$ cat config.mk
export PLATFORM = sky130hd
export DESIGN_NAME = rc4_stream_cipher_core
export DESIGN_NICKNAME = d
export VERILOG_FILES = /design/src/hdl/rc4_pkg.sv /design/src/hdl/rc4_stream_cipher_core.sv /design/src/hdl/rc4_apb_regs.sv /design/src/hdl/rc4_engine.sv
export SDC_FILE = /design/constraint.sdc
export NUM_CORES = 2
export LEC_CHECK = 0
export ABC_AREA = 0
export BUFFER_PORTS_ARGS = -buffer_cell sky130_fd_sc_hd__buf_4
export CORE_UTILIZATION = 23
export DETAILED_ROUTE_END_ITERATION = 10
export GPL_TIMING_DRIVEN = 0
export PLACE_DENSITY = 0.43
export SYNTH_ARGS = -nofsm -noshare
export SYNTH_HDL_FRONTEND = slang
export SYNTH_SLANG_ARGS = --single-unit
$ cat constraint.sdc
create_clock -name clk -period 7.55 [get_ports clk]
set_clock_uncertainty 0.2 [all_clocks]
set_input_delay 0.3775 -clock clk [delete_from_list [all_inputs] [get_ports clk]]
set_output_delay 0.3775 -clock clk [all_outputs]
set_load 0.02 [all_outputs]
$ cat src/hdl/rc4_pkg.sv
// rc4_pkg: shared types and constants for the RC4 stream cipher core.
// No dependencies; imported by rc4_apb_regs, rc4_engine and the top level.
`default_nettype none

package rc4_pkg;

    // Permutation table geometry
    localparam int PERM_DEPTH = 'h100;
    localparam int PERM_AW    = 8;

    // Key store default depth, key_length register width and reset value
    localparam int KEY_MAX_DEF = 256;
    localparam int KEY_LEN_W   = 9;
    localparam logic [KEY_LEN_W-1:0] KEY_LEN_RST = 9'd16;

    // Configuration port
    localparam int APB_AW = 3;
    localparam int APB_DW = 32;
    localparam logic [0:0] REG_KEY_LEN = 1'b0;

    // Request kinds (carried in tuser)
    localparam logic [1:0] ACT_LOAD_KEY = 2'd0;
    localparam logic [1:0] ACT_REKEY    = 2'd1;
    localparam logic [1:0] ACT_DATA     = 2'd2;

    // Result handed from the engine to the output register
    typedef struct packed {
        logic       valid;
        logic [7:0] out_byte;
        logic       not_keyed;
    } res_t;

endpackage

`default_nettype wire

$ cat src/hdl/rc4_stream_cipher_core.sv
// rc4_stream_cipher_core: top level of the RC4 engine: stream ports, APB
// register port, output register. Depends on rc4_pkg, rc4_apb_regs, rc4_engine.
//
//  Port group  Dir  Handshake            Contents
//  s_axis      in   tvalid/tready        tuser: action; tdata: key_index, byte_value
//  m_axis      out  tvalid/tready        tuser: not_keyed; tdata: out_byte
//  apb         in   psel/penable/pready  key_length at byte address 0
//
// A key byte is written to the key memory on acceptance. A data byte runs
// accept, read S[j], swap write plus read S[a+b], final write, set by the
// single read and single write port of the permutation memory. A data byte
// before the first rekey is accepted, then answered as not keyed. A rekey runs
// an identity fill of S, then per schedule step K_RJ, K_WJ and K_WI.
// Reset clears indices, keyed flag and key_length (16); the memories are not
// cleared. A result waits in the output register while the next request is
// accepted; the engine holds only at its final cycle if that register is full.
`default_nettype none

module rc4_stream_cipher_core #(
    parameter int KEY_MAX = rc4_pkg::KEY_MAX_DEF
) (
    input  wire logic                        clk,
    input  wire logic                        rst_n,
    // request stream
    input  wire logic                        s_axis_tvalid,
    output logic                             s_axis_tready,
    input  wire logic [15:0]                 s_axis_tdata,  // [7:0] key_index, [15:8] byte_value
    input  wire logic [1:0]                  s_axis_tuser,  // [1:0] action
    // result stream
    output logic                             m_axis_tvalid,
    input  wire logic                        m_axis_tready,
    output logic      [7:0]                  m_axis_tdata,  // [7:0] out_byte
    output logic      [0:0]                  m_axis_tuser,  // [0] not_keyed
    // configuration
    input  wire logic                        psel,
    input  wire logic                        penable,
    input  wire logic                        pwrite,
    input  wire logic [rc4_pkg::APB_AW-1:0]  paddr,
    input  wire logic [rc4_pkg::APB_DW-1:0]  pwdata,
    output logic      [rc4_pkg::APB_DW-1:0]  prdata,
    output logic                             pready
);
    import rc4_pkg::*;

    logic [KEY_LEN_W-1:0] key_length;
    res_t                 res;
    logic                 slot_free;

    logic                 out_valid_reg;
    logic [7:0]           out_byte_reg;
    logic                 out_nk_reg;

    rc4_apb_regs u_regs (
        .clk        (clk),
        .rst_n      (rst_n),
        .psel       (psel),
        .penable    (penable),
        .pwrite     (pwrite),
        .paddr      (paddr),
        .pwdata     (pwdata),
        .prdata     (prdata),
        .pready     (pready),
        .key_length (key_length)
    );

    rc4_engine #(
        .KEY_MAX (KEY_MAX)
    ) u_engine (
        .clk        (clk),
        .rst_n      (rst_n),
        .req_valid  (s_axis_tvalid),
        .req_ready  (s_axis_tready),
        .action     (s_axis_tuser),
        .key_index  (s_axis_tdata[7:0]),
        .byte_value (s_axis_tdata[15:8]),
        .key_length (key_length),
        .slot_free  (slot_free),
        .res        (res)
    );

    // output slot is free when empty or being drained this cycle
    assign slot_free = !out_valid_reg || m_axis_tready;

    always_ff @(posedge clk or negedge rst_n)
    begin
        if (!rst_n)
        begin
            out_valid_reg <= 1'b0;
        end
        else if (res.valid)
        begin
            out_valid_reg <= 1'b1;
        end
        else if (m_axis_tready)
        begin
            out_valid_reg <= 1'b0;
        end
    end

    always_ff @(posedge clk)
    begin
        if (res.valid)
        begin
            out_byte_reg <= res.out_byte;
            out_nk_reg   <= res.not_keyed;
        end
    end

    assign m_axis_tvalid   = out_valid_reg;
    assign m_axis_tdata    = out_byte_reg;
    assign m_axis_tuser[0] = out_nk_reg;

endmodule

`default_nettype wire

$ cat src/hdl/rc4_apb_regs.sv
// rc4_apb_regs: APB register file holding key_length.
// Depends on rc4_pkg.
`default_nettype none

module rc4_apb_regs (
    input  wire logic                            clk,
    input  wire logic                            rst_n,
    input  wire logic                            psel,
    input  wire logic                            penable,
    input  wire logic                            pwrite,
    input  wire logic [rc4_pkg::APB_AW-1:0]      paddr,
    input  wire logic [rc4_pkg::APB_DW-1:0]      pwdata,
    output logic      [rc4_pkg::APB_DW-1:0]      prdata,
    output logic                                 pready,
    output logic      [rc4_pkg::KEY_LEN_W-1:0]   key_length
);
    import rc4_pkg::*;

    logic [KEY_LEN_W-1:0] key_length_reg;
    logic                 wr_en;

    assign pready = 1'b1;
    assign wr_en  = psel && penable && pwrite && pready;

    always_ff @(posedge clk or negedge rst_n)
    begin
        if (!rst_n)
        begin
            key_length_reg <= KEY_LEN_RST;
        end
        else if (wr_en && (paddr[2] == REG_KEY_LEN))
        begin
            key_length_reg <= pwdata[KEY_LEN_W-1:0];
        end
    end

    always_comb
    begin
        prdata = '0;
        if (paddr[2] == REG_KEY_LEN)
        begin
            prdata = {{(APB_DW-KEY_LEN_W){1'b0}}, key_length_reg};
        end
    end

    assign key_length = key_length_reg;

endmodule

`default_nettype wire

$ cat src/hdl/rc4_engine.sv
// rc4_engine: permutation and key memories plus the sequencer that runs the
// key schedule and the keystream generator. Depends on rc4_pkg.
`default_nettype none

module rc4_engine #(
    parameter int KEY_MAX = rc4_pkg::KEY_MAX_DEF
) (
    input  wire logic                           clk,
    input  wire logic                           rst_n,
    input  wire logic                           req_valid,
    output logic                                req_ready,
    input  wire logic [1:0]                     action,
    input  wire logic [7:0]                     key_index,
    input  wire logic [7:0]                     byte_value,
    input  wire logic [rc4_pkg::KEY_LEN_W-1:0]  key_length,
    input  wire logic                           slot_free,
    output rc4_pkg::res_t                       res
);
    import rc4_pkg::*;

    localparam int KW  = (KEY_MAX > 1) ? $clog2(KEY_MAX) : 1;
    localparam int KLW = $clog2(KEY_MAX + 1);

    localparam logic [3:0] ST_IDLE = 4'd0;
    localparam logic [3:0] ST_NK   = 4'd1;
    localparam logic [3:0] ST_INIT = 4'd2;
    localparam logic [3:0] ST_K_RJ = 4'd3;
    localparam logic [3:0] ST_K_WJ = 4'd4;
    localparam logic [3:0] ST_K_WI = 4'd5;
    localparam logic [3:0] ST_D_RJ = 4'd6;
    localparam logic [3:0] ST_D_WJ = 4'd7;
    localparam logic [3:0] ST_D_WI = 4'd8;

    localparam logic [PERM_AW-1:0] LAST_IDX = PERM_AW'(PERM_DEPTH - 1);

    // Memories
    logic [7:0] perm_mem [PERM_DEPTH];
    logic [7:0] key_mem  [KEY_MAX];

    logic               perm_we;
    logic [PERM_AW-1:0] perm_waddr;
    logic [7:0]         perm_wdata;
    logic               perm_re;
    logic [PERM_AW-1:0] perm_raddr;
    logic [7:0]         perm_rdata_reg;

    logic               key_we;
    logic [KW-1:0]      key_waddr;
    logic               key_re;
    logic [KW-1:0]      key_raddr;
    logic [7:0]         key_rdata_reg;

    // Control and datapath registers
    logic [3:0]         state_reg, state_next;
    logic [PERM_AW-1:0] i_reg, i_next;
    logic [PERM_AW-1:0] j_reg, j_next;
    logic               keyed_reg, keyed_next;
    logic [PERM_AW-1:0] k_reg, k_next;
    logic [KW-1:0]      kp_reg, kp_next;
    logic [7:0]         a_reg, a_next;
    logic [7:0]         b_reg, b_next;
    logic [7:0]         data_reg, data_next;
    logic               fwd_i_reg, fwd_i_next;
    logic               fwd_j_reg, fwd_j_next;

    logic [KLW-1:0]     key_n;
    logic [KW-1:0]      kp_step;
    logic [PERM_AW-1:0] jn;
    logic [PERM_AW-1:0] t_idx;
    logic [7:0]         ks_byte;
    logic               accept;

    always_ff @(posedge clk)
    begin
        if (perm_we)
        begin
            perm_mem[perm_waddr] <= perm_wdata;
        end
        if (perm_re)
        begin
            perm_rdata_reg <= perm_mem[perm_raddr];
        end
    end

    always_ff @(posedge clk)
    begin
        if (key_we)
        begin
            key_mem[key_waddr] <= byte_value;
        end
        if (key_re)
        begin
            key_rdata_reg <= key_mem[key_raddr];
        end
    end

    // Effective key length: zero acts as one, saturate at KEY_MAX
    always_comb
    begin
        if (key_length == '0)
        begin
            key_n = KLW'(1);
        end
        else if (key_length > KEY_LEN_W'(KEY_MAX))
        begin
            key_n = KLW'(KEY_MAX);
        end
        else
        begin
            key_n = KLW'(key_length);
        end
    end

    // key position wraps at key_n
    assign kp_step = ((KLW'(kp_reg) + KLW'(1)) == key_n) ? '0 : kp_reg + KW'(1);

    assign req_ready = (state_reg == ST_IDLE);
    assign accept    = req_valid && req_ready;

    assign ks_byte = fwd_j_reg ? a_reg : (fwd_i_reg ? b_reg : perm_rdata_reg);

    always_comb
    begin
        state_next = state_reg;
        i_next     = i_reg;
        j_next     = j_reg;
        keyed_next = keyed_reg;
        k_next     = k_reg;
        kp_next    = kp_reg;
        a_next     = a_reg;
        b_next     = b_reg;
        data_next  = data_reg;
        fwd_i_next = fwd_i_reg;
        fwd_j_next = fwd_j_reg;

        perm_we    = 1'b0;
        perm_waddr = '0;
        perm_wdata = '0;
        perm_re    = 1'b0;
        perm_raddr = '0;
        key_we     = 1'b0;
        key_waddr  = key_index[KW-1:0];
        key_re     = 1'b0;
        key_raddr  = '0;

        jn    = '0;
        t_idx = '0;

        res.valid     = 1'b0;
        res.out_byte  = '0;
        res.not_keyed = 1'b0;

        unique case (state_reg)
            ST_IDLE:
            begin
                if (accept)
                begin
                    priority if (action == ACT_LOAD_KEY)
                    begin
                        key_we = (9'(key_index) < 9'(KEY_MAX));
                    end
                    else if (action == ACT_REKEY)
                    begin
                        k_next     = '0;
                        j_next     = '0;
                        state_next = ST_INIT;
                    end
                    else if (action == ACT_DATA)
                    begin
                        data_next = byte_value;
                        if (keyed_reg)
                        begin
                            i_next     = i_reg + PERM_AW'(1);
                            perm_re    = 1'b1;
                            perm_raddr = i_reg + PERM_AW'(1);
                            state_next = ST_D_RJ;
                        end
                        else
                        begin
                            state_next = ST_NK;
                        end
                    end
                    else
                    begin
                        state_next = ST_IDLE;
                    end
                end
            end

            ST_NK:
            begin
                res.valid     = slot_free;
                res.not_keyed = 1'b1;
                if (slot_free)
                begin
                    state_next = ST_IDLE;
                end
            end

            // identity fill; last cycle also fetches S[0] and key[0]
            ST_INIT:
            begin
                perm_we    = 1'b1;
                perm_waddr = k_reg;
                perm_wdata = k_reg;
                k_next     = k_reg + PERM_AW'(1);
                if (k_reg == LAST_IDX)
                begin
                    perm_re    = 1'b1;
                    perm_raddr = '0;
                    key_re     = 1'b1;
                    key_raddr  = '0;
                    kp_next    = '0;
                    state_next = ST_K_RJ;
                end
            end

            ST_K_RJ:
            begin
                jn         = j_reg + perm_rdata_reg + key_rdata_reg;
                a_next     = perm_rdata_reg;
                j_next     = jn;
                perm_re    = 1'b1;
                perm_raddr = jn;
                state_next = ST_K_WJ;
            end

            ST_K_WJ:
            begin
                perm_we    = 1'b1;
                perm_waddr = j_reg;
                perm_wdata = a_reg;
                b_next     = perm_rdata_reg;
                state_next = ST_K_WI;
            end

            // write S[k]; overlap the next step's reads (address k+1 != k)
            ST_K_WI:
            begin
                perm_we    = 1'b1;
                perm_waddr = k_reg;
                perm_wdata = b_reg;
                if (k_reg == LAST_IDX)
                begin
                    i_next     = '0;
                    j_next     = '0;
                    keyed_next = 1'b1;
                    state_next = ST_IDLE;
                end
                else
                begin
                    k_next     = k_reg + PERM_AW'(1);
                    kp_next    = kp_step;
                    perm_re    = 1'b1;
                    perm_raddr = k_reg + PERM_AW'(1);
                    key_re     = 1'b1;
                    key_raddr  = kp_step;
                    state_next = ST_K_RJ;
                end
            end

            ST_D_RJ:
            begin
                jn         = j_reg + perm_rdata_reg;
                a_next     = perm_rdata_reg;
                j_next     = jn;
                perm_re    = 1'b1;
                perm_raddr = jn;
                state_next = ST_D_WJ;
            end

            // S[j] <= a while reading S[a+b]; swap hits are forwarded
            ST_D_WJ:
            begin
                t_idx      = a_reg + perm_rdata_reg;
                perm_we    = 1'b1;
                perm_waddr = j_reg;
                perm_wdata = a_reg;
                b_next     = perm_rdata_reg;
                perm_re    = 1'b1;
                perm_raddr = t_idx;
                fwd_i_next = (t_idx == i_reg);
                fwd_j_next = (t_idx == j_reg);
                state_next = ST_D_WI;
            end

            ST_D_WI:
            begin
                perm_we      = 1'b1;
                perm_waddr   = i_reg;
                perm_wdata   = b_reg;
                res.valid    = slot_free;
                res.out_byte = data_reg ^ ks_byte;
                if (slot_free)
                begin
                    state_next = ST_IDLE;
                end
            end

            default:
            begin
                state_next = ST_IDLE;
            end
        endcase
    end

    always_ff @(posedge clk or negedge rst_n)
    begin
        if (!rst_n)
        begin
            state_reg <= ST_IDLE;
            i_reg     <= '0;
            j_reg     <= '0;
            keyed_reg <= 1'b0;
            k_reg     <= '0;
            kp_reg    <= '0;
        end
        else
        begin
            state_reg <= state_next;
            i_reg     <= i_next;
            j_reg     <= j_next;
            keyed_reg <= keyed_next;
            k_reg     <= k_next;
            kp_reg    <= kp_next;
        end
    end

    always_ff @(posedge clk)
    begin
        a_reg     <= a_next;
        b_reg     <= b_next;
        data_reg  <= data_next;
        fwd_i_reg <= fwd_i_next;
        fwd_j_reg <= fwd_j_next;
    end

    // Assertions
    a_res_needs_slot: assert property (@(posedge clk) disable iff (!rst_n)
        res.valid |-> slot_free)
        else $error("result issued while output slot busy");

    a_keyed_sticky: assert property (@(posedge clk) disable iff (!rst_n)
        keyed_reg |=> keyed_reg)
        else $error("keyed flag dropped");

    a_nk_only_unkeyed: assert property (@(posedge clk) disable iff (!rst_n)
        (state_reg == ST_NK) |-> !keyed_reg)
        else $error("not-keyed result while keyed");

    a_keystream_keyed: assert property (@(posedge clk) disable iff (!rst_n)
        (res.valid && !res.not_keyed) |-> keyed_reg)
        else $error("keystream result before key schedule");

    a_ksa_done_idle: assert property (@(posedge clk) disable iff (!rst_n)
        (state_reg == ST_K_WI && k_reg == LAST_IDX) |=> (state_reg == ST_IDLE && keyed_reg))
        else $error("key schedule did not finish cleanly");

endmodule

`default_nettype wire
Word-level counts from Yosys, hierarchy flattened
Memory sizes are Yosys's and may differ from the RTL's. A register that Yosys moved wholly into a read port is not among the register bits.
Index checks and enable logic that the tools add are counted.
Storage, ports and cells
  flip-flop bits (word level): 82
  output and inout port bits: 44
  memories kept: 2
  memory bits (writable): 4096
Memories
  u_engine.key_mem: words 256, bits a word 8, rd ports 1, clocked after memory_dff 1, write ports 1, RTL line rc4_engine.sv:38  | logic [7:0] key_mem [KEY_MAX];
  u_engine.perm_mem: words 256, bits a word 8, rd ports 1, clocked after memory_dff 1, write ports 1, RTL line rc4_engine.sv:37  | logic [7:0] perm_mem [PERM_DEPTH];
Operators by class
  reduce and logical (&&, ||, !) cells: 28
  bitwise gates (word level): 4
  mux-type cells: 62
  equality and inequality tests: 24
  $add $sub $neg: 7
  magnitude comparators: 1
Operators with widths (count)
  two-way mux 8 bit: 22
  case mux 8 bit (3 select lines): 3
  case mux 8 bit (5 select lines): 1
  case mux 4 bit (8 select lines): 1
  case mux 8 bit (2 select lines): 2
  case mux 8 bit (4 select lines): 1
  two-way mux 9 bit: 3
  adder 8 x 1 -> 8 bit (second input constant): 3
  adder 8 bit: 3
  two-way mux 4 bit: 5
  two-way mux 1 bit: 19
  equality test 4 x 3 -> 1 bit (second input constant): 4
  equality test 8 bit: 2
  AND reduction 5 bit: 3
  != test 2 bit (second input constant): 7
  OR reduction 2 bit: 5
  adder 8 x 1 -> 9 bit (second input constant): 1
  equality test 9 bit: 1
  > comparator 9 bit (second input constant): 1
  zero test 9 bit: 1
  equality test 4 x 2 -> 1 bit (second input constant): 2
  equality test 8 bit (second input constant): 1
  XOR 8 bit: 1
  AND reduction 7 bit: 1
  other kinds (23): 33

Longest topological paths before layout
  depth after elaboration: 7
  mapped depth: 18
  mapped depth without buffers: 16

Hierarchy
Synthesis repeated with hierarchy kept, for this count alone.
Second synthesis, totals
  cells, all modules: 11568
  area total of the unflattened synthesis: 167972.3 um2
By module, submodules not included
  rc4_engine: area each 167036.5 um2, instances 1, cells each 11502
  rc4_apb_regs: area each 618.1 um2, instances 1, cells each 54
  rc4_stream_cipher_core: area each 317.8 um2, instances 1, cells each 12

Worst setup path after synthesis
Ideal clock, no wire load.
  kind: register to register
  from: register u_engine.state_reg[3]
  to: memory u_engine.perm_mem[0][7], data pin
  period minus slack after synthesis: 5711 ps
  cell stages (with the launch flop): 7
  data arrival time: 4741 ps
  required time: 6580 ps
  buffers on the path: 2
  slack: 1839 ps
  cell sequence: dfrtp_1 clkbuf_1 nand2b_1 nor3_1 clkbuf_1 a222oi_1 inv_1
Between the ends
  word-level cells in the longest chain between the ends: 3
  elaborated cells on any way between the ends: 8
  classes of those cells: eq/ne: 5; mux: 1; reduce/logical: 2
Ends and longest elaborated chain
  start: declaration: RTL line rc4_engine.sv:54  | logic [3:0] state_reg, state_next;
  start signal: assignment: RTL line rc4_engine.sv:320  | state_reg <= state_next;
  equality test 4 x 3 -> 1 bit / equality test 4 bit (equally long branches): RTL line rc4_engine.sv:153  | unique case (state_reg)
  OR reduction 2 bit (no source line)
  case mux 8 bit (3 select lines) (*): RTL line rc4_engine.sv:153
  named net u_engine.perm_wdata[7]: RTL line rc4_engine.sv:42  | logic [7:0] perm_wdata;
  end: declaration: RTL line rc4_engine.sv:37
The timed path passes the listed nets; every way through them passes the cells marked *.

Worst setup path after layout
  from: register u_engine.kp_reg[0]
  to: register u_engine.key_rdata_reg[0] (read register of u_engine.key_mem), data pin
Between the ends
  word-level cells in the longest chain between the ends: 5
  elaborated cells on any way between the ends: 6
  classes of those cells: add/sub: 2; eq/ne: 1; mux: 3
Ends and longest elaborated chain
  start: declaration: RTL line rc4_engine.sv:59  | logic [KW-1:0] kp_reg, kp_next;
  start signal: assignment: RTL line rc4_engine.sv:325  | kp_reg <= kp_next;
  adder 8 x 1 -> 9 bit: RTL line rc4_engine.sv:115  | assign kp_step = ((KLW'(kp_reg) + KLW'(1)) == key_n) ? '0 : kp_reg + KW'(1);
  equality test 9 bit: RTL line rc4_engine.sv:115
  two-way mux 8 bit (*): RTL line rc4_engine.sv:115
  two-way mux 8 bit (*): RTL line rc4_engine.sv:243  | if (k_reg == LAST_IDX)
  two-way mux 8 bit (*)
  end: declaration: RTL line rc4_engine.sv:51  | logic [7:0] key_rdata_reg;
Mark *: on every way between the ends. The rest lies on a longest branch, timed or not.
A chain may end at the register's enable or synchronous reset.

==> results.py <==
metrics = {
    "job": {
        "cap_viol_max_count": 33,
    },
    "logic_synthesis": {
        "yosysSeqAreaShare": 0.746,
        "synth_mux_area_frac": 0.0313,
        "yosys-top-cells-count": "edfxtp_1 (4,147), nand2_1 (2,216), nand3_1 (1,007)",
        "post-synth-top-area-fraction": 0.739,
        "synth_edf_count": 4147,
        "synth_area_leaders": "edfxtp_1 (74%), nand2_1 (4.9%), nand3_1 (3.0%)",
        "synth_top_family_by_area": "simple AND/OR/NAND/NOR gates",
        "async_flop_share": 0.0112,
        "synthXorXnorAreaFrac": 0.00345,
        "synthCells": 12100,
        "ys.flop_type": "edfxtp_1",
        "synth_area_leader_cell": "edfxtp_1",
        "synth_compound_area_frac": 0.0790,
        "synthAdderAreaFrac": 0.00214,
        "yosys_warnings": 0,
        "syn_avg_cell_area_um2": 13.9,
        "synth-simple-area-share": 0.116,
        "synth-seq-cells": 4194,
        "synthDistinctLibCells": 91,
        "netlist_area_um2": 169000,
        "synth.most_common_cell": "edfxtp_1",
    },
    "critical_path": {
        "r2r_start": "u_engine.kp_reg[0]",
        "r2r_cells": 14,
        "crit_path_start_kind": "flop",
        "r2r_end": "u_engine.key_rdata_reg[0]",
        "worstPathRequired_ps": 8090,
        "crit_path_start": "u_engine.kp_reg[0]",
        "cp-endpoint": "u_engine.key_rdata_reg[0]",
        "path_max_fanout": 10,
        "reg2reg_slack_ps": -530,
        "worstSetupPathType": "reg2reg",
        "crit_arrival_ps": 8620,
        "cp-end-kind": "flop",
    },
    "power_and_ir_drop": {
        "vdd_drop_max_uv": 237,
        "power_switching_share": 0.378,
        "power.switching_uw": 26200,
        "p_leak_uw": 0.0638,
        "power_density_nw_per_um2": 347,
        "p_int_uw": 43100,
        "combPwrFrac": 0.290,
        "p_seq_frac": 0.383,
        "p_clk_frac": 0.327,
    },
    "cts": {
        "clock_latency_ps": 1150,
        "clock-root-buffer": "clkbuf_16",
        "cts_tree": "built",
        "htreeDepth": 5,
        "clk_pin_slew_worst_paths_ps": 60,
        "cts_num_sinks": 4194,
        "cts_buffers": 466,
        "clock_path_buffers": 4,
    },
    "floorplanning": {
        "die_w_um": 858,
        "start_util": 0.231,
        "ios": 104,
        "row_count": 314,
        "die_area_um2": 736000,
        "die_h_um": 858,
        "core_area_um2": 730000,
    },
    "sta": {
        "drv_slew": 281,
        "setup_ws_ps": -528,
        "worst_slew_pin_slew_ps": 1720,
        "rsz0062_at_grt": "true",
        "max_freq_ghz": 0.124,
        "min_period_ps": 8080,
        "relSlewSlack": -0.148,
        "hold_viol": 0,
        "setup_viol": 16,
        "hold_ws_ps": 59.3,
        "finalCritPeriodShare": 1.07,
        "fin_setup_tns_ps": -4720,
    },
    "place": {
        "gp_congestion": 1.04,
        "io_buffers": 53,
        "dp_hpwl_mm": 576,
        "place_ws_ps": -2440,
    },
    "detailed_routing": {
        "wl_mm": 829,
        "wl_per_cell_um": 36.3,
        "drt_iter0_markers": 19600,
        "viasPerCell": 5.19,
        "drtPass1Iterations": 10,
        "drtAntennaViolNets": 0,
        "vias": 119000,
        "drcViolationCount": 8,
    },
    "cells_and_area": {
        "regArea_um2": 126000,
        "final_util": 0.273,
        "area_growth_pct": 18.5,
        "nNetsFinal": 12800,
        "drive_above_1_share": 0.120,
        "fillCellCount": 74800,
        "multi_input_area_um2": 40000,
    },
    "hold_path": {
        "hold_class": "in2reg",
        "hold_start": "s_axis_tdata[15]",
    },
    "global_route": {
        "grt_max_degree": 161,
        "use_met2": 0.322,
        "grtUsageMet1": 0.274,
        "grt_pass1_vias": 110000,
        "antenna_found_initial": 139,
        "top_usage_layer": "met2",
        "use_met3": 0.0668,
        "grt_first_pass_wirelength_mm": 1070,
        "grt_overflow": 0,
        "grt_usage": 0.216,
    },
    "run_status": {
        "violations": "DRC, capacitance limit, slew limit, setup timing",
        "outcome": "complete, but fails checks",
    },
}
layer usage:
| metal | wire length (um) | vias up |
|---|---|---|
| li1 | - | 47500 |
| met1 | 317000 | 61200 |
| met2 | 356000 | 8047 |
| met3 | 94700 | 1988 |
| met4 | 60400 | 58 |
| met5 | 611 | - |
worst max-delay path, stage by stage, from the launching register on:
cell and delay (ps):
dfrtp_1 660, nand3_2 220, nor3_1 470, or2_0 170, clkbuf_1 770, nor3_1 140
a211oi_1 480, buf_2 570, o21ai_2 170, buf_2 390, nor2_1 910, a21oi_1 280
nor4_1 1140, nor4bb_2 840, nor4_2 300
placed cells by master, fill, tap and decap left out, types with 102 or more instances in the layout:
master,Yosys,routed
edfxtp_1,4147,4147
nand2_1,2216,2216
nand3_1,1007,1004
nor2_1,965,959
clkbuf_16,0,469
clkbuf_1,546,435
o21ai_0,331,324
a21oi_1,297,291
o22ai_1,266,266
a311oi_1,256,228
clkbuf_2,1,208
mux2i_1,207,206
buf_2,144,178
and3_1,145,145
clkinv_1,2,127
mux4_2,102,102
logic make-up after synthesis:
logic type	after synthesis
flops	4194
other cells	2
compound gates	1897
buf+inv	904
simple gates	4603
mux	389
xor+xnor	64
fa+ha+maj	27
timing repair:
action | 4_1_cts | 5_1_grt
setup buffers | 0 | 2
pin swaps | 1 | 2
endpoints found under the setup margin | 15 | 13
hold buffers | 49 | 0
gates resized for setup | 241 | 81
hold endpoints to repair | 1549 | 0
worst min path at each step:
stage | to | slack [ps] | cells past startpoint
after floorplan | m_axis_tvalid | -120 | 0
after global placement | u_regs.key_length[6] | 290 | 1
after detailed placement | u_engine.keyed_reg | 290 | 1
after CTS | u_engine.data_reg[1] | 0.3 | 2
after global routing | u_engine.data_reg[1] | 50 | 2
final | u_engine.key_mem[128][7] | 60 | 2
through the flow:
| stage | std cells | total power (uW) | cell area, um2 |
|---|---|---|---|
| finish | 22900 | 69300 | 200000 |
| global route | 22800 | 69900 | 200000 |
| CTS | 22800 | 68300 | 199000 |
| detailed placement | 21900 | 45800 | 183000 |
| global placement | 21800 | 46000 | 181000 |
| floorplan | 12100 | 34700 | 169000 |
power groups by stage:
stage	combinational (uW)	sequential, uW	clock, uW
floorplan	7610	27100	0
global placement	18500	27500	0
detailed placement	18800	27000	0
CTS	19100	26600	22700
global route	19900	26600	23500
finish	20100	26600	22600
cell type report:
cell class              instances  area share
inverters                      28    0.000827
well taps                    9638      0.0604
plain buffers                 870      0.0206
clock inverters               280      0.0121
repair buffers                191      0.0140
multi-input cells            7004       0.200
flip-flops and latches       4194       0.629
diodes                         84     0.00105
clock buffers                 587      0.0613
Power figures use the tool's default switching activity.
